File: config.mk
export PLATFORM = sky130hd
export DESIGN_NAME = bounded_deque_bag_flat
export DESIGN_NICKNAME = d
export VERILOG_FILES = /design/src/bdb_pkg.sv /design/src/bdb_if.sv /design/src/bdb_ram.sv /design/src/bounded_deque_bag.sv /design/src/flat_wrapper.sv
export VERILOG_INCLUDE_DIRS = /design/src /design/src/src
export SDC_FILE = /design/constraint.sdc
export NUM_CORES = 1
export LEC_CHECK = 0
export BUFFER_PORTS_ARGS = -buffer_cell sky130_fd_sc_hd__buf_4
export CORE_MARGIN = 2
export CORE_UTILIZATION = 49
export CTS_CLUSTER_DIAMETER = 80
export DETAILED_ROUTE_END_ITERATION = 7
export HOLD_SLACK_MARGIN = 0.12
export MAX_ROUTING_LAYER = met4
export PLACE_DENSITY = 0.76
export SYNTH_ARGS = -nofsm -noshare
export SYNTH_HDL_FRONTEND = slang
export SYNTH_HIERARCHICAL = 1
export SYNTH_SLANG_ARGS = --single-unit
File: constraint.sdc
create_clock -name i_clk -period 10.2 [get_ports i_clk]
set_clock_uncertainty 0.2 [all_clocks]
set_input_delay 1.02 -clock i_clk [delete_from_list [all_inputs] [get_ports i_clk]]
set_output_delay 1.02 -clock i_clk [all_outputs]
set_load 0.02 [all_outputs]
File: src/bounded_deque_bag_assert.svh
// Assertion macros shared by the deque/bag RTL.
`ifndef BOUNDED_DEQUE_BAG_ASSERT_SVH
`define BOUNDED_DEQUE_BAG_ASSERT_SVH

// General form: explicit clock and active-low reset.
`define BDB_ASSERT_ON(label, clk, rst_n, prop, msg) \
    label: assert property (@(posedge clk) disable iff (!rst_n) prop) else $error(msg);

// Shorthand for modules clocked by i_clk and reset by i_rst_n.
`define BDB_ASSERT(label, prop, msg) `BDB_ASSERT_ON(label, i_clk, i_rst_n, prop, msg)

`endif

File: src/bdb_pkg.sv
// Package with the types, codes, ring helper and microcode table of the deque/bag.
package bdb_pkg;

    localparam int DEPTH   = 16;
    localparam int DATA_W  = 32;
    localparam int OP_W    = 3;
    localparam int STAT_W  = 2;
    localparam int COUNT_W = 5;
    localparam int IDX_W   = $clog2(DEPTH);
    localparam int CNT_W   = $clog2(DEPTH + 1);
    localparam int UPC_W   = 4;

    typedef logic [IDX_W-1:0]          t_idx;
    typedef logic [CNT_W-1:0]          t_cnt;
    typedef logic [CNT_W:0]            t_sum;
    typedef logic [COUNT_W-1:0]        t_count;
    typedef logic [OP_W-1:0]           t_op;
    typedef logic [STAT_W-1:0]         t_status;
    typedef logic signed [DATA_W-1:0]  t_data;
    typedef logic [UPC_W-1:0]          t_upc;

    // Operation codes of a request.
    localparam t_op OP_ADD_FRONT = 3'd0;
    localparam t_op OP_ADD_BACK  = 3'd1;
    localparam t_op OP_REM_FRONT = 3'd2;
    localparam t_op OP_REM_BACK  = 3'd3;
    localparam t_op OP_CONTAINS  = 3'd4;
    localparam t_op OP_REM_VALUE = 3'd5;

    // Result status codes.
    localparam t_status ST_OK    = 2'd0;
    localparam t_status ST_EMPTY = 2'd1;
    localparam t_status ST_FULL  = 2'd2;

    // Microprogram addresses.
    localparam t_upc U_ADDF    = 4'd0;
    localparam t_upc U_ADDB    = 4'd1;
    localparam t_upc U_REMF    = 4'd2;
    localparam t_upc U_REMB    = 4'd3;
    localparam t_upc U_FULL    = 4'd4;
    localparam t_upc U_EMPTY   = 4'd5;
    localparam t_upc U_SRCH0   = 4'd6;
    localparam t_upc U_SRCH    = 4'd7;
    localparam t_upc U_SRCHX   = 4'd8;
    localparam t_upc U_FIN_RF  = 4'd9;
    localparam t_upc U_FIN_RB  = 4'd10;
    localparam t_upc U_FIN_OUT = 4'd11;
    localparam t_upc U_SHIFT   = 4'd12;

    // Store read selection.
    typedef enum logic [2:0] {
        RD_NONE  = 3'd0,
        RD_IDX   = 3'd1,
        RD_IDX1  = 3'd2,
        RD_IDX2  = 3'd3,
        RD_FRONT = 3'd4,
        RD_BACK  = 3'd5
    } t_rd;

    // Store write selection.
    typedef enum logic [1:0] {
        WR_NONE  = 2'd0,
        WR_FRONT = 2'd1,
        WR_BACK  = 2'd2,
        WR_SHIFT = 2'd3
    } t_wr;

    // Datapath action.
    typedef enum logic [3:0] {
        ACT_NONE   = 4'd0,
        ACT_PUSH_F = 4'd1,
        ACT_PUSH_B = 4'd2,
        ACT_POP_F  = 4'd3,
        ACT_POP_B  = 4'd4,
        ACT_FULL   = 4'd5,
        ACT_EMPTY  = 4'd6,
        ACT_CMP    = 4'd7,
        ACT_SHIFT  = 4'd8,
        ACT_CAP_F  = 4'd9,
        ACT_OUT    = 4'd10
    } t_act;

    // Jump condition.
    typedef enum logic [2:0] {
        C_NEVER     = 3'd0,
        C_ALWAYS    = 3'd1,
        C_SRCH_END  = 3'd2,
        C_DEL_HIT   = 3'd3,
        C_SHIFT_END = 3'd4,
        C_OUT_FREE  = 3'd5
    } t_cond;

    // One control word: if cond holds jump to target, else stay when loop, else step on.
    typedef struct packed {
        t_rd   rd;
        t_wr   wr;
        t_act  act;
        t_cond cond;
        logic  loop;
        t_upc  target;
    } t_uword;

    // Ring position of the entry at a given offset from the head.
    function automatic t_idx ring_pos(t_idx head, t_cnt off);
        t_sum sum;
        sum = t_sum'(head) + t_sum'(off);
        if (sum >= t_sum'(DEPTH)) begin
            sum = sum - t_sum'(DEPTH);
        end
        return t_idx'(sum);
    endfunction

    // Entry point of the microprogram for a new request.
    function automatic t_upc dispatch(t_op op, logic empty, logic full);
        t_upc start;
        unique case (op) inside
            OP_ADD_FRONT: start = full ? U_FULL : U_ADDF;
            OP_ADD_BACK:  start = full ? U_FULL : U_ADDB;
            OP_REM_FRONT: start = empty ? U_EMPTY : U_REMF;
            OP_REM_BACK:  start = empty ? U_EMPTY : U_REMB;
            OP_CONTAINS, OP_REM_VALUE: start = empty ? U_EMPTY : U_SRCH0;
            default:      start = U_FIN_RF;
        endcase
        return start;
    endfunction

    // Microcode table.
    function automatic t_uword ucode(t_upc upc);
        t_uword w;
        unique case (upc)
            U_ADDF: w = '{rd: RD_NONE, wr: WR_FRONT, act: ACT_PUSH_F, cond: C_ALWAYS,
                          loop: 1'b0, target: U_FIN_RF};
            U_ADDB: w = '{rd: RD_NONE, wr: WR_BACK, act: ACT_PUSH_B, cond: C_ALWAYS,
                          loop: 1'b0, target: U_FIN_RF};
            U_REMF: w = '{rd: RD_NONE, wr: WR_NONE, act: ACT_POP_F, cond: C_ALWAYS,
                          loop: 1'b0, target: U_FIN_RF};
            U_REMB: w = '{rd: RD_NONE, wr: WR_NONE, act: ACT_POP_B, cond: C_ALWAYS,
                          loop: 1'b0, target: U_FIN_RF};
            U_FULL: w = '{rd: RD_NONE, wr: WR_NONE, act: ACT_FULL, cond: C_ALWAYS,
                          loop: 1'b0, target: U_FIN_RF};
            U_EMPTY: w = '{rd: RD_NONE, wr: WR_NONE, act: ACT_EMPTY, cond: C_ALWAYS,
                           loop: 1'b0, target: U_FIN_RF};
            U_SRCH0: w = '{rd: RD_IDX, wr: WR_NONE, act: ACT_NONE, cond: C_NEVER,
                           loop: 1'b0, target: U_SRCH};
            U_SRCH: w = '{rd: RD_IDX1, wr: WR_NONE, act: ACT_CMP, cond: C_SRCH_END,
                          loop: 1'b1, target: U_SRCHX};
            U_SRCHX: w = '{rd: RD_NONE, wr: WR_NONE, act: ACT_NONE, cond: C_DEL_HIT,
                           loop: 1'b0, target: U_SHIFT};
            U_FIN_RF: w = '{rd: RD_FRONT, wr: WR_NONE, act: ACT_NONE, cond: C_NEVER,
                            loop: 1'b0, target: U_FIN_RB};
            U_FIN_RB: w = '{rd: RD_BACK, wr: WR_NONE, act: ACT_CAP_F, cond: C_NEVER,
                            loop: 1'b0, target: U_FIN_OUT};
            U_FIN_OUT: w = '{rd: RD_NONE, wr: WR_NONE, act: ACT_OUT, cond: C_OUT_FREE,
                             loop: 1'b1, target: U_FIN_RF};
            U_SHIFT: w = '{rd: RD_IDX2, wr: WR_SHIFT, act: ACT_SHIFT, cond: C_SHIFT_END,
                           loop: 1'b1, target: U_FIN_RF};
            default: w = '{rd: RD_NONE, wr: WR_NONE, act: ACT_NONE, cond: C_ALWAYS,
                           loop: 1'b0, target: U_FIN_RF};
        endcase
        return w;
    endfunction

endpackage

File: src/bdb_if.sv
// Request and response channel interfaces of the deque/bag.
interface bdb_req_if;
    logic                valid;
    logic                ready;
    bdb_pkg::t_op        op;
    bdb_pkg::t_data      value;

    modport source (output valid, output op, output value, input ready);
    modport sink (input valid, input op, input value, output ready);
endinterface

interface bdb_rsp_if;
    logic                valid;
    logic                ready;
    bdb_pkg::t_status    status;
    logic                found;
    bdb_pkg::t_data      front_value;
    bdb_pkg::t_data      back_value;
    bdb_pkg::t_count     count;

    modport source (output valid, output status, output found, output front_value,
                    output back_value, output count, input ready);
    modport sink (input valid, input status, input found, input front_value,
                  input back_value, input count, output ready);
endinterface

File: src/bdb_ram.sv
// Generic single-write, single-read RAM with registered read data.
module bdb_ram #(
    parameter int WIDTH = 32,
    parameter int DEPTH = 16
) (
    input  logic                     i_clk,
    input  logic                     i_we,
    input  logic [$clog2(DEPTH)-1:0] i_waddr,
    input  logic [WIDTH-1:0]         i_wdata,
    input  logic                     i_re,
    input  logic [$clog2(DEPTH)-1:0] i_raddr,
    output logic [WIDTH-1:0]         o_rdata
);

    logic [WIDTH-1:0] r_mem [DEPTH];
    logic [WIDTH-1:0] r_rdata;

    // Write port and registered read port.
    always_ff @(posedge i_clk) begin
        if (i_we) begin
            r_mem[i_waddr] <= i_wdata;
        end
        if (i_re) begin
            r_rdata <= r_mem[i_raddr];
        end
    end

    assign o_rdata = r_rdata;

endmodule

File: src/bounded_deque_bag.sv
// Top level of the bounded deque/bag: microcode sequencer, datapath and entry store.
//
// Usage: requests arrive on i_req (op, value) and each gives exactly one
// response on o_rsp (status, found, front_value, back_value, count). Both
// channels move a request when valid and ready are high at a rising edge.
// The block works on one request at a time; i_req.ready is low while it is busy.
// From the accepting edge to o_rsp.valid, every request ends with a read of
// the front entry, a read of the back entry and the output step. Add and
// remove at either end and the full/empty refusals first update the ring or
// set the status; unused ops go straight to the final reads. Contains and
// remove value first walk the entries up to the first match, or all of them
// on a miss; after a match, remove value closes the gap over the rest.
// A new request is taken in the cycle after the response is loaded; the search
// and shift loop walks one entry per cycle through the single store read port.
// The response sits in an output register, so a new request is taken while a
// response still waits; if the receiver stalls, the following response holds in
// its final step until the output register is free.
// Reset (synchronous, active low) empties the store; no clearing pass is needed.
`include "bounded_deque_bag_assert.svh"

module bounded_deque_bag (
    input  logic             i_clk,
    input  logic             i_rst_n,
    bdb_req_if.sink          i_req,
    bdb_rsp_if.source        o_rsp
);

    // Sequencer and datapath state.
    logic                 r_busy;
    bdb_pkg::t_upc        r_upc;
    bdb_pkg::t_upc        n_upc;
    bdb_pkg::t_op         r_op;
    bdb_pkg::t_data       r_val;
    bdb_pkg::t_idx        r_head;
    bdb_pkg::t_cnt        r_count;
    bdb_pkg::t_cnt        r_idx;
    logic                 r_found;
    bdb_pkg::t_status     r_status;
    bdb_pkg::t_data       r_front;

    // Output register.
    logic                 r_ovalid;
    bdb_pkg::t_status     r_ostatus;
    logic                 r_ofound;
    bdb_pkg::t_data       r_ofront;
    bdb_pkg::t_data       r_oback;
    bdb_pkg::t_count      r_ocount;

    // Entry store port signals.
    logic                 ram_we;
    bdb_pkg::t_idx        ram_waddr;
    bdb_pkg::t_data       ram_wdata;
    logic                 ram_re;
    bdb_pkg::t_idx        ram_raddr;
    bdb_pkg::t_data       ram_rdata;

    // Decoded control word and datapath flags.
    bdb_pkg::t_uword      uw;
    bdb_pkg::t_cnt        idx1;
    bdb_pkg::t_cnt        idx2;
    bdb_pkg::t_idx        head_m1;
    bdb_pkg::t_idx        head_p1;
    logic                 accept;
    logic                 empty;
    logic                 full;
    logic                 hit;
    logic                 last;
    logic                 out_free;
    logic                 out_load;
    logic                 cond_ok;

    assign uw       = bdb_pkg::ucode(r_upc);
    assign accept   = i_req.valid && i_req.ready;
    assign idx1     = r_idx + bdb_pkg::t_cnt'(1);
    assign idx2     = r_idx + bdb_pkg::t_cnt'(2);
    assign empty    = (r_count == '0);
    assign full     = (r_count == bdb_pkg::t_cnt'(bdb_pkg::DEPTH));
    assign hit      = (ram_rdata == r_val);
    assign last     = (idx1 >= r_count);
    assign out_free = !r_ovalid || o_rsp.ready;
    assign out_load = r_busy && (uw.act == bdb_pkg::ACT_OUT) && out_free;
    assign head_m1  = (r_head == '0) ? bdb_pkg::t_idx'(bdb_pkg::DEPTH - 1)
                                     : r_head - bdb_pkg::t_idx'(1);
    assign head_p1  = (r_head == bdb_pkg::t_idx'(bdb_pkg::DEPTH - 1)) ? '0
                                     : r_head + bdb_pkg::t_idx'(1);

    // Jump condition and next step.
    always_comb begin
        unique case (uw.cond)
            bdb_pkg::C_NEVER:     cond_ok = 1'b0;
            bdb_pkg::C_ALWAYS:    cond_ok = 1'b1;
            bdb_pkg::C_SRCH_END:  cond_ok = hit || last;
            bdb_pkg::C_DEL_HIT:   cond_ok = r_found && (r_op == bdb_pkg::OP_REM_VALUE);
            bdb_pkg::C_SHIFT_END: cond_ok = last;
            bdb_pkg::C_OUT_FREE:  cond_ok = out_free;
            default:              cond_ok = 1'b0;
        endcase
        if (cond_ok) begin
            n_upc = uw.target;
        end else if (uw.loop) begin
            n_upc = r_upc;
        end else begin
            n_upc = r_upc + bdb_pkg::t_upc'(1);
        end
    end

    // Store read address selection.
    always_comb begin
        ram_re    = 1'b0;
        ram_raddr = r_head;
        unique case (uw.rd)
            bdb_pkg::RD_NONE: begin
                ram_re = 1'b0;
            end
            bdb_pkg::RD_IDX: begin
                ram_re    = r_busy;
                ram_raddr = bdb_pkg::ring_pos(r_head, r_idx);
            end
            bdb_pkg::RD_IDX1: begin
                ram_re    = r_busy;
                ram_raddr = bdb_pkg::ring_pos(r_head, idx1);
            end
            bdb_pkg::RD_IDX2: begin
                ram_re    = r_busy && !last;
                ram_raddr = bdb_pkg::ring_pos(r_head, idx2);
            end
            bdb_pkg::RD_FRONT: begin
                ram_re    = r_busy && !empty;
                ram_raddr = r_head;
            end
            bdb_pkg::RD_BACK: begin
                ram_re    = r_busy && !empty;
                ram_raddr = bdb_pkg::ring_pos(r_head, r_count - bdb_pkg::t_cnt'(1));
            end
            default: begin
                ram_re = 1'b0;
            end
        endcase
    end

    // Store write address and data selection.
    always_comb begin
        ram_we    = 1'b0;
        ram_waddr = head_m1;
        ram_wdata = r_val;
        unique case (uw.wr)
            bdb_pkg::WR_NONE: begin
                ram_we = 1'b0;
            end
            bdb_pkg::WR_FRONT: begin
                ram_we    = r_busy;
                ram_waddr = head_m1;
            end
            bdb_pkg::WR_BACK: begin
                ram_we    = r_busy;
                ram_waddr = bdb_pkg::ring_pos(r_head, r_count);
            end
            bdb_pkg::WR_SHIFT: begin
                ram_we    = r_busy && !last;
                ram_waddr = bdb_pkg::ring_pos(r_head, r_idx);
                ram_wdata = ram_rdata;
            end
            default: begin
                ram_we = 1'b0;
            end
        endcase
    end

    // Control state: sequencer, ring pointers, search index and flags.
    always_ff @(posedge i_clk) begin
        if (!i_rst_n) begin
            r_busy   <= 1'b0;
            r_upc    <= bdb_pkg::U_FIN_RF;
            r_head   <= '0;
            r_count  <= '0;
            r_idx    <= '0;
            r_found  <= 1'b0;
            r_status <= bdb_pkg::ST_OK;
            r_ovalid <= 1'b0;
        end else begin
            if (out_load) begin
                r_ovalid <= 1'b1;
            end else if (o_rsp.ready) begin
                r_ovalid <= 1'b0;
            end
            if (accept) begin
                r_busy   <= 1'b1;
                r_upc    <= bdb_pkg::dispatch(i_req.op, empty, full);
                r_idx    <= '0;
                r_found  <= 1'b0;
                r_status <= bdb_pkg::ST_OK;
            end else if (r_busy) begin
                r_upc <= n_upc;
                case (uw.act)
                    bdb_pkg::ACT_PUSH_F: begin
                        r_head  <= head_m1;
                        r_count <= r_count + bdb_pkg::t_cnt'(1);
                    end
                    bdb_pkg::ACT_PUSH_B: begin
                        r_count <= r_count + bdb_pkg::t_cnt'(1);
                    end
                    bdb_pkg::ACT_POP_F: begin
                        r_head  <= head_p1;
                        r_count <= r_count - bdb_pkg::t_cnt'(1);
                    end
                    bdb_pkg::ACT_POP_B: begin
                        r_count <= r_count - bdb_pkg::t_cnt'(1);
                    end
                    bdb_pkg::ACT_FULL: begin
                        r_status <= bdb_pkg::ST_FULL;
                    end
                    bdb_pkg::ACT_EMPTY: begin
                        r_status <= bdb_pkg::ST_EMPTY;
                    end
                    bdb_pkg::ACT_CMP: begin
                        if (hit) begin
                            r_found <= 1'b1;
                        end else if (!last) begin
                            r_idx <= idx1;
                        end
                    end
                    bdb_pkg::ACT_SHIFT: begin
                        if (last) begin
                            r_count <= r_count - bdb_pkg::t_cnt'(1);
                        end else begin
                            r_idx <= idx1;
                        end
                    end
                    bdb_pkg::ACT_OUT: begin
                        if (out_free) begin
                            r_busy <= 1'b0;
                        end
                    end
                    default: begin
                    end
                endcase
            end
        end
    end

    // Payload registers: request operands, captured front and the response.
    always_ff @(posedge i_clk) begin
        if (accept) begin
            r_op  <= i_req.op;
            r_val <= i_req.value;
        end
        if (r_busy && (uw.act == bdb_pkg::ACT_CAP_F)) begin
            r_front <= empty ? '0 : ram_rdata;
        end
        if (out_load) begin
            r_ostatus <= r_status;
            r_ofound  <= r_found;
            r_ofront  <= r_front;
            r_oback   <= empty ? '0 : ram_rdata;
            r_ocount  <= bdb_pkg::t_count'(r_count);
        end
    end

    // Entry store.
    bdb_ram #(
        .WIDTH (bdb_pkg::DATA_W),
        .DEPTH (bdb_pkg::DEPTH)
    ) u_store (
        .i_clk   (i_clk),
        .i_we    (ram_we),
        .i_waddr (ram_waddr),
        .i_wdata (ram_wdata),
        .i_re    (ram_re),
        .i_raddr (ram_raddr),
        .o_rdata (ram_rdata)
    );

    // Channel outputs.
    assign i_req.ready       = !r_busy;
    assign o_rsp.valid       = r_ovalid;
    assign o_rsp.status      = r_ostatus;
    assign o_rsp.found       = r_ofound;
    assign o_rsp.front_value = r_ofront;
    assign o_rsp.back_value  = r_oback;
    assign o_rsp.count       = r_ocount;

    // The held count never goes past the capacity.
    `BDB_ASSERT(a_count_bound, r_count <= bdb_pkg::t_cnt'(bdb_pkg::DEPTH), "count above depth")
    // The count only moves while a request is in progress.
    `BDB_ASSERT(a_count_idle, !r_busy |=> $stable(r_count), "count changed while idle")
    // The gap closing loop runs only after a match.
    `BDB_ASSERT(a_shift_found, r_busy && (r_upc == bdb_pkg::U_SHIFT) |-> r_found, "shift without match")
    // A match is never reported together with a refusal.
    `BDB_ASSERT(a_found_ok, o_rsp.valid && o_rsp.found |-> o_rsp.status == bdb_pkg::ST_OK, "found with bad status")

endmodule

File: src/flat_wrapper.sv
// flat-port wrapper written by rule: the top's interface ports become plain ports
module bounded_deque_bag_flat 
  (i_clk, i_rst_n, i_req_valid, i_req_op, i_req_value, i_req_ready, o_rsp_valid, o_rsp_status, o_rsp_found, o_rsp_front_value, o_rsp_back_value, o_rsp_count, o_rsp_ready);
  bdb_req_if i_req_i ();
  bdb_rsp_if o_rsp_i ();
  input  logic i_clk;
  input  logic i_rst_n;
  input wire logic [$bits(i_req_i.valid)-1:0] i_req_valid;
  input wire logic [$bits(i_req_i.op)-1:0] i_req_op;
  input wire logic [$bits(i_req_i.value)-1:0] i_req_value;
  output wire logic [$bits(i_req_i.ready)-1:0] i_req_ready;
  output wire logic [$bits(o_rsp_i.valid)-1:0] o_rsp_valid;
  output wire logic [$bits(o_rsp_i.status)-1:0] o_rsp_status;
  output wire logic [$bits(o_rsp_i.found)-1:0] o_rsp_found;
  output wire logic [$bits(o_rsp_i.front_value)-1:0] o_rsp_front_value;
  output wire logic [$bits(o_rsp_i.back_value)-1:0] o_rsp_back_value;
  output wire logic [$bits(o_rsp_i.count)-1:0] o_rsp_count;
  input wire logic [$bits(o_rsp_i.ready)-1:0] o_rsp_ready;
  assign i_req_i.valid = i_req_valid;
  assign i_req_i.op = i_req_op;
  assign i_req_i.value = i_req_value;
  assign i_req_ready = i_req_i.ready;
  assign o_rsp_valid = o_rsp_i.valid;
  assign o_rsp_status = o_rsp_i.status;
  assign o_rsp_found = o_rsp_i.found;
  assign o_rsp_front_value = o_rsp_i.front_value;
  assign o_rsp_back_value = o_rsp_i.back_value;
  assign o_rsp_count = o_rsp_i.count;
  assign o_rsp_i.ready = o_rsp_ready;
  bounded_deque_bag u_core (.i_clk(i_clk), .i_rst_n(i_rst_n), .i_req(i_req_i), .o_rsp(o_rsp_i));
endmodule
# Word-level counts from Yosys, hierarchy flattened
# Memory sizes are Yosys's and may differ from the RTL's. A register that Yosys moved wholly into a read port is not among the register bits.
# Cells that the tools add are included.
[op_classes]
div_mod_pow = 0
n_mul = 0
mux = 41
magnitude_cmp = 6
n_shift = 0
n_bitwise = 2
add_sub_neg = 17
eq_ne = 35
reduce_logical = 36
[op_table]
columns = ["op", "n"]
rows = [
  ["two-way mux 32 bit", 2],
  ["two-way mux 4 bit", 13],
  ["equality test 32 bit", 1],
  ["adder 4 x 5 -> 6 bit", 5],
  ["greater-or-equal comparator 6 x 5 -> 1 bit (second input constant)", 5],
  ["subtractor 4 x 1 -> 4 bit (second input constant)", 6],
  ["equality test 3 bit (second input constant)", 7],
  ["case mux 4 bit (5 select lines)", 1],
  ["equality test 3 x 2 -> 1 bit (second input constant)", 6],
  ["equality test 4 x 3 -> 1 bit (second input constant)", 4],
  ["equality test 4 bit (second input constant)", 4],
  ["case mux 4 bit (2 select lines)", 2],
  ["case mux 4 bit (4 select lines)", 1],
  ["two-way mux 5 bit", 3],
  ["case mux 5 bit (3 select lines)", 1],
  ["OR reduction 2 bit", 7],
  ["two-way mux 3 bit", 4],
  ["adder 5 x 1 -> 5 bit (second input constant)", 2],
  ["case mux 5 bit (2 select lines)", 1],
  ["nonzero test 2 bit", 5],
  ["equality test 3 x 1 -> 1 bit (second input constant)", 3],
  ["AND reduction 3 bit", 3],
  ["adder 4 x 1 -> 4 bit (second input constant)", 2],
  ["equality test 4 x 2 -> 1 bit (second input constant)", 2],
  ["other kinds (26)", 47],
]
[word_totals]
in_bits = 39
latchBits = 0
output_inout_bits = 74
ramBits = 512
elab_cells = 155
ff_bits = 162
memories = 2
mem_bits_ro = 272
[memory_table]
columns = ["name", "depth", "width", "rd", "rd_ports_with_merged_regs", "write_ports", "line_no", "text"]
rows = [
  ["u_core.u_store.r_mem", 16, 32, 1, 1, 1, "bdb_ram.sv:15", "logic [WIDTH-1:0] r_mem [DEPTH];"],
  ["(no name shown)", 16, 17, 1, 1, 0, "bdb_pkg.sv:130", "unique case (upc)"],
]

# Depth between registers and ports, before layout
# Gate-level depths: netlist of the first run.
[logic_depth]
depth_word = 9
mapped_depth = 19

# By module
# Netlist of the first run, hierarchy kept.
[by_module_without_submodules]
columns = ["module", "cells_per_inst", "instances", "seq_area_each_um2", "area_per_inst_um2"]
rows = [
  ["bdb_ram", 838, 1, 16335.7, 20155.6],
  ["bounded_deque_bag", 649, 1, 4974.8, 8295.5],
]

# Least setup slack after synthesis of the first run
# No wires, ideal clock.
[synth_timing]
kind = "in2reg"
startpoint = "input o_rsp_ready"
endpoint = "register u_core.r_oback[0] (netlist: u_core/o_rsp.back_value[0]) (enable)"
path_slack_ps = 1323
path_buffers = 0
path_stages = 2
arrival_ps = 7991
t_required_ps = 9314
cell_sequence = "nor2b_2 nor4_1"
[synth_between]
elab_chain_len = 2
[synth_lines]
columns = ["item", "line_no", "text"]
rows = [
  ["start, declared", "flat_wrapper.sv:18", "input wire logic [$bits(o_rsp_i.ready)-1:0] o_rsp_ready;"],
  ["logical OR 1 bit", "bounded_deque_bag.sv:80", "assign out_free = !r_ovalid || o_rsp.ready;"],
  ["logical AND 1 bit", "bounded_deque_bag.sv:81", "assign out_load = r_busy && (uw.act == bdb_pkg::ACT_OUT) && out_free;"],
  ["via u_core.out_load", "bounded_deque_bag.sv:69", "logic out_load;"],
  ["end signal, assigned", "bounded_deque_bag.sv:254", "r_oback <= empty ? '0 : ram_rdata;"],
  ["end, declared", "bounded_deque_bag.sv:46", "bdb_pkg::t_data r_oback;"],
]
# The timed path passes the listed nets, and every way through them passes these cells.
# A chain may end at the register's enable or synchronous reset.

# Worst setup path after layout of the first run
[layout_timing]
startpoint = "register u_core/uw[15] (netlist name)"
endpoint = "register u_core.u_store.r_rdata[29] (netlist: u_core/u_store/o_rdata[29]) (read register of u_core.u_store.r_mem) (data pin)"
[layout_rtl]
columns = ["item", "line_no", "text"]
rows = [
  ["equality test 3 bit (tied with other cells)", "bounded_deque_bag.sv:111", "unique case (uw.rd)"],
  ["case mux 4 bit (4 select lines) (*)", "bounded_deque_bag.sv:111", ""],
  ["via u_core.ram_raddr[1]", "bounded_deque_bag.sv:54", "bdb_pkg::t_idx ram_raddr;"],
  ["end, declared", "bdb_ram.sv:16", "logic [WIDTH-1:0] r_rdata;"],
]
# The timed path passes the listed nets; every way through them passes the cells marked *.

==> flow_metrics.env, run 1 <==
export IMPL_status="completed"
export IMPL_num_vias=14730
export IMPL_slew_violations=0
export IMPL_fin_crit_sh_pct=52.8
export IMPL_layout_drive_gt1_share_pct=26.6
export IMPL_clock_latency_ns=0.62
export IMPL_die_width_um=245
export IMPL_yosysSeqAreaShare_pct=74.9
export IMPL_syn_avg_cell_area_um2=19.1
export IMPL_grt_pass1_wl_um=93400
export IMPL_path_class="register to register"
export IMPL_drc=0
export IMPL_vias_per_cell=6.01
export IMPL_synth_edf_count=683
export IMPL_slowest_stage="buf_4"
export IMPL_avgRoutedWirePerCell_um=26.0
export IMPL_crit_start="u_core/uw[15]$_DFF_P_"
export IMPL_cts_max_level=3
export IMPL_grt_pass1_vias=14620
export IMPL_grt_start_max_net_pins=125
export IMPL_synth_top_cell_area_share_pct=72.1
export IMPL_synth_seq_cells=723
export IMPL_p_leak_nw=10.6
export IMPL_cts_root_buf="clkbuf_16"
export IMPL_overflow=0
export IMPL_ff2ff_path_depth=13
export IMPL_drtAntennaViolNets=0
export IMPL_synth_area_leaders="edfxtp_1 (72%), mux4_2 (10%), dfxtp_1 (2.8%), a22oi_1 (1.8%), ha_1 (1.4%)"
export IMPL_grt_antenna_before_repair=1
export IMPL_first_pass_iters=5
export IMPL_die_h_um=245
export IMPL_startpoint_type="register"
export IMPL_seqCellArea_mm2=0.0213
export IMPL_slowest_delay_ns=0.88
export IMPL_drt_iter0_drc=1792
export IMPL_core_mm2=0.0576
export IMPL_synthAdderAreaFrac_pct=1.62
export IMPL_layout_nets=1705
export IMPL_synth_top_area_cell="edfxtp_1"
export IMPL_synthesis_area_mm2=0.0285
export IMPL_relSlewSlack_pct=15.7
export IMPL_numCtsBuffers=71
export IMPL_core_rowCount=88
export IMPL_p_per_area_mw_per_mm2=213
export IMPL_cts_sinks=723
export IMPL_gp_congestion=0.835
export IMPL_min_path_type="register to register"
export IMPL_clk_pin_slew_ns=0.06
export IMPL_synth_compound_area_share_pct=4.38
export IMPL_synthArstFlopShare_pct=0
export IMPL_dpl_hpwl_um=34000
export IMPL_tightest_slew_ns=1.26
export IMPL_io_pins=113
export IMPL_dieArea_mm2=0.0600
export IMPL_dp_worst_setup_slack_ns=4.93
export IMPL_rsz0062_at_grt="false"
export IMPL_required_ns=10.37
export IMPL_synth_ff_type="edfxtp_1"
export IMPL_setup_tns_ns=0
export IMPL_initial_core_util_pct=49.4
export IMPL_tritoncts="yes"
export IMPL_cts_repair_resized=0
export IMPL_multi_input_area_mm2=0.00694
export IMPL_crit_arrival_ns=5.55
export IMPL_min_path_cells=0
export IMPL_postCtsHoldBufs=0
export IMPL_yosys_area_share_simple_pct=3.94
export IMPL_ys_types=62
export IMPL_syn_num_nets=1561
export IMPL_r2r_start="u_core/uw[15]$_DFF_P_"
export IMPL_filler_cell_count=4174
export IMPL_fmax_mhz=186
export IMPL_routed_wl_um=63600
export IMPL_area_growth_synth_to_final_pct=15.1
export IMPL_r2r_end="u_core/u_store/o_rdata[29]$_DFFE_PP_"
export IMPL_synth_top_family_by_area="multiplexers"
export IMPL_r2r_slack_ns=4.82
export IMPL_synth_xor_area_share_pct=1.88
export IMPL_min_to="u_core/o_rsp.front_value[5]$_DFFE_PP_"
export IMPL_vdd_drop_max_mv=0.130
export IMPL_muxShareOfSynthArea_pct=11.9
export IMPL_worstPathCellList="nand2_1, or2_2, o21ai_0, a21oi_1, ha_1, fa_1, nor2_1, a211oi_4, buf_4, buf_4, mux4_2, a22oi_1, nand2_1"
export IMPL_endpoint_kind="register"
export IMPL_setup_viol=0
export IMPL_numPortBuffers=112
export IMPL_cp_max_fo=68
export IMPL_netlist_instances=1487
export IMPL_layout_setup_ws_ns=4.82
export IMPL_finalHoldViolations=0
export IMPL_max_cap_violations=0
export IMPL_synth_warning_count=6
export IMPL_holdCritStartpoint="u_core/r_front[5]$_DFFE_PP_"
export IMPL_cts_buffer_depth=3
export IMPL_finalWorstPathRequiredPeriod_ns=5.38
export IMPL_grt_util_all_layers_pct=22.0
export IMPL_postCtsSetupRepairBufs=0
-- worst max-delay path by stage --
| stage | endpoint | slack (ns) | cells past startpoint |
|---|---|---|---|
| floorplan | u_core/o_rsp.back_value[0]$_DFFE_PP_ | 1.32 | 2 |
| global placement | u_core/u_store/o_rdata[20]$_DFFE_PP_ | 5.06 | 13 |
| detailed placement | u_core/u_store/o_rdata[25]$_DFFE_PP_ | 4.93 | 13 |
| CTS | u_core/u_store/o_rdata[0]$_DFFE_PP_ | 4.90 | 13 |
| global route | u_core/u_store/o_rdata[20]$_DFFE_PP_ | 4.56 | 13 |
| finish | u_core/u_store/o_rdata[29]$_DFFE_PP_ | 4.82 | 13 |
-- cells in the final DEF, fill, tap and decap left out, types with 19 or more instances in the layout --
cell type  netlist  routed
a21oi_1         19      19
a22oi_1         70      70
buf_4            9     140
clkbuf_16        0      73
dfxtp_1         40      40
edfxtp_1       683     683
ha_1            32      31
inv_1           22      22
mux2_2          35      35
mux4_2         128     128
nand2_1         72      72
nor2_1          41      27
nor2b_1         40      37
o21ai_0         27      26
xor2_1          45      45
-- where the power goes --
part / switching [mW] / internal [mW] / leakage, nW
clock network: 1.11 / 1.56 / 1.17
registers: 0.0747 / 3.36 / 6.50
logic: 0.509 / 0.368 / 2.92
total: 1.69 / 5.29 / 10.6
-- metrics by stage --
| stage | hold WS, ns | power, mW | instances | util (%) | area [um2] |
|---|---|---|---|---|---|
| after global routing | 0.222 | 7.21 | 2451 | 56.9 | 32700 |
| after detailed placement | 0.205 | 4.37 | 2323 | 52.7 | 30400 |
| after floorplan | 0.200 | 4.11 | 1487 | - | 28500 |
| after CTS | 0.207 | 7.03 | 2451 | 56.9 | 32700 |
| after global placement | 0.203 | 4.34 | 2323 | 52.7 | 30400 |
| final | 0.204 | 6.98 | 2452 | 56.9 | 32700 |
-- cell type report --
class | count | share of cell area [%]
tap | 765 | 2.92
antenna | 1 | 0.00764
timing repair buffer | 141 | 3.27
clock buffer | 83 | 5.75
multi-input combinational | 671 | 21.2
clock inverter | 45 | 1.51
inverter | 23 | 0.264
sequential | 723 | 65.1
-- worst max-delay path, delay by kind of cell (launching register included) --
kind                     cells  cell delay [ns]
multiplexers                 1             0.43
adder cells (fa/ha/maj)      2             0.78
flip-flops                   1             0.68
AND/OR/NAND/NOR              4             0.70
buffers and inverters        2             1.60
AO/OA/AOI/OAI                4             0.59
-- routing by layer --
layer	up-vias	wire length, um	global-route usage [%]
met5	-	0	-
met4	0	2040	8.73
met3	133	5460	4.37
met2	718	31200	34.4
met1	7615	25000	28.7
li1	6264	-	-
-- cells by family after synthesis --
kind of cell	after synthesis
buf+inv	93
flops	723
fa+ha+maj	35
compound gates	175
mux	173
simple gates	227
xor+xnor	61
-- state kept, by name, indices dropped and copies added, names as in the netlist, 2 cells and up --
register / count
u_core/u_store/r_mem: 512
u_core/o_rsp.back_value: 32
u_core/o_rsp.front_value: 32
u_core/r_front: 32
u_core/r_val: 32
u_core/u_store/o_rdata: 32
u_core/uw: 17
u_core/o_rsp.count: 5
u_core/r_count: 5
u_core/r_idx: 5
u_core/r_head: 4
u_core/r_upc: 4
u_core/r_op: 3
u_core/o_rsp.status: 2
u_core/r_status: 2
-- cell usage after synthesis (all sizes together) (2+ instances only) --
| library cell | instances |
|---|---|
| edfxtp | 683 |
| mux4 | 128 |
| nand2 | 72 |
| a22oi | 70 |
| xor2 | 45 |
| nor2 | 43 |
| nor2b | 41 |
| clkbuf | 40 |
| dfxtp | 40 |
| mux2 | 36 |
| ha | 32 |
| buf | 30 |
| o21ai | 30 |
| inv | 23 |
| a21oi | 19 |
| xnor2 | 16 |
| nand3 | 14 |
| nor3 | 14 |
| mux2i | 9 |
| nor4 | 9 |
| nand2b | 8 |
| o22ai | 8 |
| and2 | 7 |
| o211ai | 7 |
| a21o | 6 |
| or3 | 5 |
| a21boi | 4 |
| a22o | 4 |
| a32oi | 4 |
| nand4 | 4 |
| fa | 3 |
| nand3b | 3 |
| nor3b | 3 |
| o21a | 3 |
| a211oi | 2 |
| a221o | 2 |
| a41oi | 2 |
| o2111a | 2 |
| o2111ai | 2 |
| o31ai | 2 |
(Power assumes the default switching activity.)
==> run 2, diff against run 1 <==
--- a/config.mk
+++ b/config.mk
@@ -6,6 +6,7 @@
 export SDC_FILE = /design/constraint.sdc
 export NUM_CORES = 1
 export LEC_CHECK = 0
+export ABC_AREA = 1
 export BUFFER_PORTS_ARGS = -buffer_cell sky130_fd_sc_hd__buf_4
 export CORE_MARGIN = 2
 export CORE_UTILIZATION = 49
@@ -13,7 +14,7 @@
 export DETAILED_ROUTE_END_ITERATION = 7
 export HOLD_SLACK_MARGIN = 0.12
 export MAX_ROUTING_LAYER = met4
-export PLACE_DENSITY = 0.76
+export PLACE_DENSITY = 0.78
 export SYNTH_ARGS = -nofsm -noshare
 export SYNTH_HDL_FRONTEND = slang
 export SYNTH_HIERARCHICAL = 1
==> constraint.sdc (replaced) <==
create_clock -name i_clk -period 4.45 [get_ports i_clk]
set_clock_uncertainty 0.2 [all_clocks]
set_input_delay 0.445 -clock i_clk [delete_from_list [all_inputs] [get_ports i_clk]]
set_output_delay 0.445 -clock i_clk [all_outputs]
set_load 0.02 [all_outputs]
==> run 2 against run 1 <==
The run now ends with DRC left. Fmax rose by 34%. Clock power rose by 110%. Sequential share of layout area fell by 5.8 points. Synthesized area rose by 11%. Total power rose by 140%. Count of clock-buffer cells in the layout rose by 10. Highest routed layer unchanged.
==> flow_metrics.env, run 2 <==
export IMPL_status="finished with violations"
export IMPL_violations="DRC"
export IMPL_avgRoutedWirePerCell_um=18.2
export IMPL_numCtsBuffers=70
export IMPL_place_area_mm2=0.0334
export IMPL_setup_tns_ns=0
export IMPL_hold_slack_ns=0.212
export IMPL_drc=3
export IMPL_grt_pass1_wl_um=114000
export IMPL_initial_core_util_pct=49.8
export IMPL_crit_buf_inv=2
export IMPL_ys_types=48
export IMPL_synth_top_cell_area_share_pct=65.1
export IMPL_worstPathCellList="ha_1, nand3_1, xor2_1, ha_1, nand2_1, nor2_1, o21ai_0, nand3_1, inv_1, nand2_1, nor2_1, a21oi_1, nor2_1, nand3_1, nor2_4, buf_4"
export IMPL_layout_setup_ws_ns=0.428
export IMPL_crit_arrival_ns=4.06
export IMPL_p_leak_nw=15.2
export IMPL_required_ns=4.49
export IMPL_holdCritStartpoint="u_core/r_front[8]$_DFFE_PP_"
export IMPL_crit_start="u_core/r_idx[0]$_SDFFE_PP0P_"
export IMPL_cts_sinks=723
export IMPL_postCtsSetupRepairBufs=0
export IMPL_final_cells=4040
export IMPL_vdd_drop_max_mv=0.452
export IMPL_syn_num_nets=3050
export IMPL_synth_edf_count=683
export IMPL_final_cell_mix="nand2_1 (933), edfxtp_1 (683), inv_1 (502)"
export IMPL_rsz0062_at_grt="false"
export IMPL_relSlewSlack_pct=18.0
export IMPL_clk_pin_slew_ns=0.06
export IMPL_grt_pass1_vias=20555
export IMPL_fin_crit_sh_pct=90.4
export IMPL_grt_util_all_layers_pct=22.7
export IMPL_die_h_um=258
export IMPL_cp_top_family="simple AND/OR/NAND/NOR gates"
export IMPL_io_pins=113
export IMPL_cts_max_level=3
export IMPL_tightest_slew_ns=1.22
export IMPL_overflow=0
export IMPL_final_common_cell="nand2_1"
export IMPL_yosysSeqAreaShare_pct=67.6
export IMPL_vias_per_cell=5.29
export IMPL_cts_root_buf="clkbuf_16"
export IMPL_r2r_start="u_core/r_idx[0]$_SDFFE_PP0P_"
export IMPL_gp_congestion=0.915
export IMPL_largest_reg_flops=512
export IMPL_slowest_delay_ns=0.46
export IMPL_synthArstFlopShare_pct=0
export IMPL_final_cell_area_mm2=0.0360
export IMPL_grt_start_max_net_pins=136
export IMPL_path_class="register to register"
export IMPL_synthesis_area_mm2=0.0315
export IMPL_syn_avg_cell_area_um2=10.6
export IMPL_die_width_um=258
export IMPL_p_per_area_mw_per_mm2=466
export IMPL_top_register="u_core/u_store/r_mem"
export IMPL_finalHoldViolations=0
export IMPL_dieArea_mm2=0.0664
export IMPL_synth_area_leaders="edfxtp_1 (65%), nand2_1 (11%), nand3_1 (6.8%), inv_1 (6.0%), dfxtp_1 (2.5%)"
export IMPL_filler_cell_count=4972
export IMPL_routed_wl_um=73600
export IMPL_synth_top_area_cell="edfxtp_1"
export IMPL_numPortBuffers=112
export IMPL_core_mm2=0.0633
export IMPL_tritoncts="yes"
export IMPL_min_path_type="register to register"
export IMPL_endpoint_kind="register"
export IMPL_clock_latency_ns=0.61
export IMPL_cts_buffer_depth=3
export IMPL_synth_ff_type="edfxtp_1"
export IMPL_ys_top_cells_by_count="nand2_1 (933), edfxtp_1 (683), inv_1 (504)"
export IMPL_finalWorstPathRequiredPeriod_ns=4.02
export IMPL_fmax_mhz=249
export IMPL_netlist_instances=2976
export IMPL_slowest_stage="dfxtp_1"
export IMPL_core_rowCount=92
export IMPL_layout_drive_gt1_share_pct=9.99
export IMPL_max_cap_violations=0
export IMPL_placed_cells=3878
export IMPL_startpoint_type="register"
export IMPL_fin_util_pct=56.8
export IMPL_setup_viol=0
export IMPL_slew_violations=0
export IMPL_synthMostInstantiatedCell="nand2_1"
export IMPL_synth_warning_count=6
export IMPL_drtAntennaViolNets=0
export IMPL_cts_repair_resized=0
export IMPL_drt_iter0_drc=2321
export IMPL_area_growth_synth_to_final_pct=14.1
export IMPL_first_pass_iters=8
export IMPL_totalPowerFinal_mw=16.8
export IMPL_diodes=0
export IMPL_grt_antenna_before_repair=0
export IMPL_synth_seq_cells=723
export IMPL_num_vias=21359
export IMPL_cp_max_fo=23
export IMPL_layout_nets=3216
export IMPL_dpl_hpwl_um=42500
export IMPL_dp_worst_setup_slack_ns=0.510
## run 2: cell count changes in the layout (fill, tap and decap cells not counted), sizes merged, moves of 31 or more
cell,before,now
inv,27,508
mux2,36,0
nand2,72,950
buf,141,176
dlygate4sd3,0,38
nand3,14,428
nor2b,41,0
mux4,128,0
a22oi,70,1
xor2,45,14
## run 2: worst reg2reg max path, stage by stage, from the launching register on
cell	delay (ns)
dfxtp_1	0.46
ha_1	0.24
nand3_1	0.13
xor2_1	0.18
ha_1	0.30
nand2_1	0.09
nor2_1	0.04
o21ai_0	0.07
nand3_1	0.17
inv_1	0.15
nand2_1	0.08
nor2_1	0.11
a21oi_1	0.06
nor2_1	0.35
nand3_1	0.40
nor2_4	0.19
buf_4	0.42
## run 2: cells by family after synthesis
| group | after synthesis | share of synthesized area [%] |
|---|---|---|
| simple gates | 1462 | 19.6 |
| flops | 723 | 67.6 |
| buf+inv | 631 | 8.57 |
| compound gates | 83 | 1.56 |
| xor+xnor | 41 | 1.14 |
| fa+ha+maj | 35 | 1.46 |
| mux | 1 | 0.0318 |
## run 2: metal layers
layer | track usage [%] | share of wire, %
met4 | 8.98 | 3.4
met2 | 36.7 | 48
met1 | 28.8 | 39
met3 | 3.48 | 8.8
met5 | - | 0
## run 2: what timing repair did
| item | in CTS | in global routing |
|---|---|---|
| hold endpoints to repair | 50 | 0 |
| setup endpoints to repair | 0 | 0 |
| hold buffers | 38 | 0 |
## run 2: final timing paths
| kind | end | slack (ns) | cells after the start |
|---|---|---|---|
| setup / recovery | u_core/u_store/r_mem[6][19]$_DFFE_PP_ | 0.43 | 16 |
| hold / removal | u_core/o_rsp.front_value[8]$_DFFE_PP_ | 0.21 | 0 |
| setup reg to reg | u_core/u_store/r_mem[6][19]$_DFFE_PP_ | 0.43 | 16 |
| hold reg to reg | u_core/o_rsp.front_value[8]$_DFFE_PP_ | 0.21 | 0 |
## run 2: area by class of cell
cell class	count	area (um2)	area share, %
flip-flops and latches	723	21300	59.2
multi-input cells	1622	7650	21.3
clock inverters	31	204	0.567
clock buffers	93	1940	5.40
well taps	846	1060	2.94
repair buffers	214	1860	5.18
inverters	511	1940	5.38
## run 2: where the power goes
group | total (mW) | leakage (nW) | switching, mW | internal (mW)
registers | 7.98 | 6.50 | 0.159 | 7.82
logic | 3.17 | 7.65 | 2.25 | 0.923
clock network | 5.62 | 1.05 | 2.43 | 3.18
total | 16.8 | 15.2 | 4.84 | 11.9
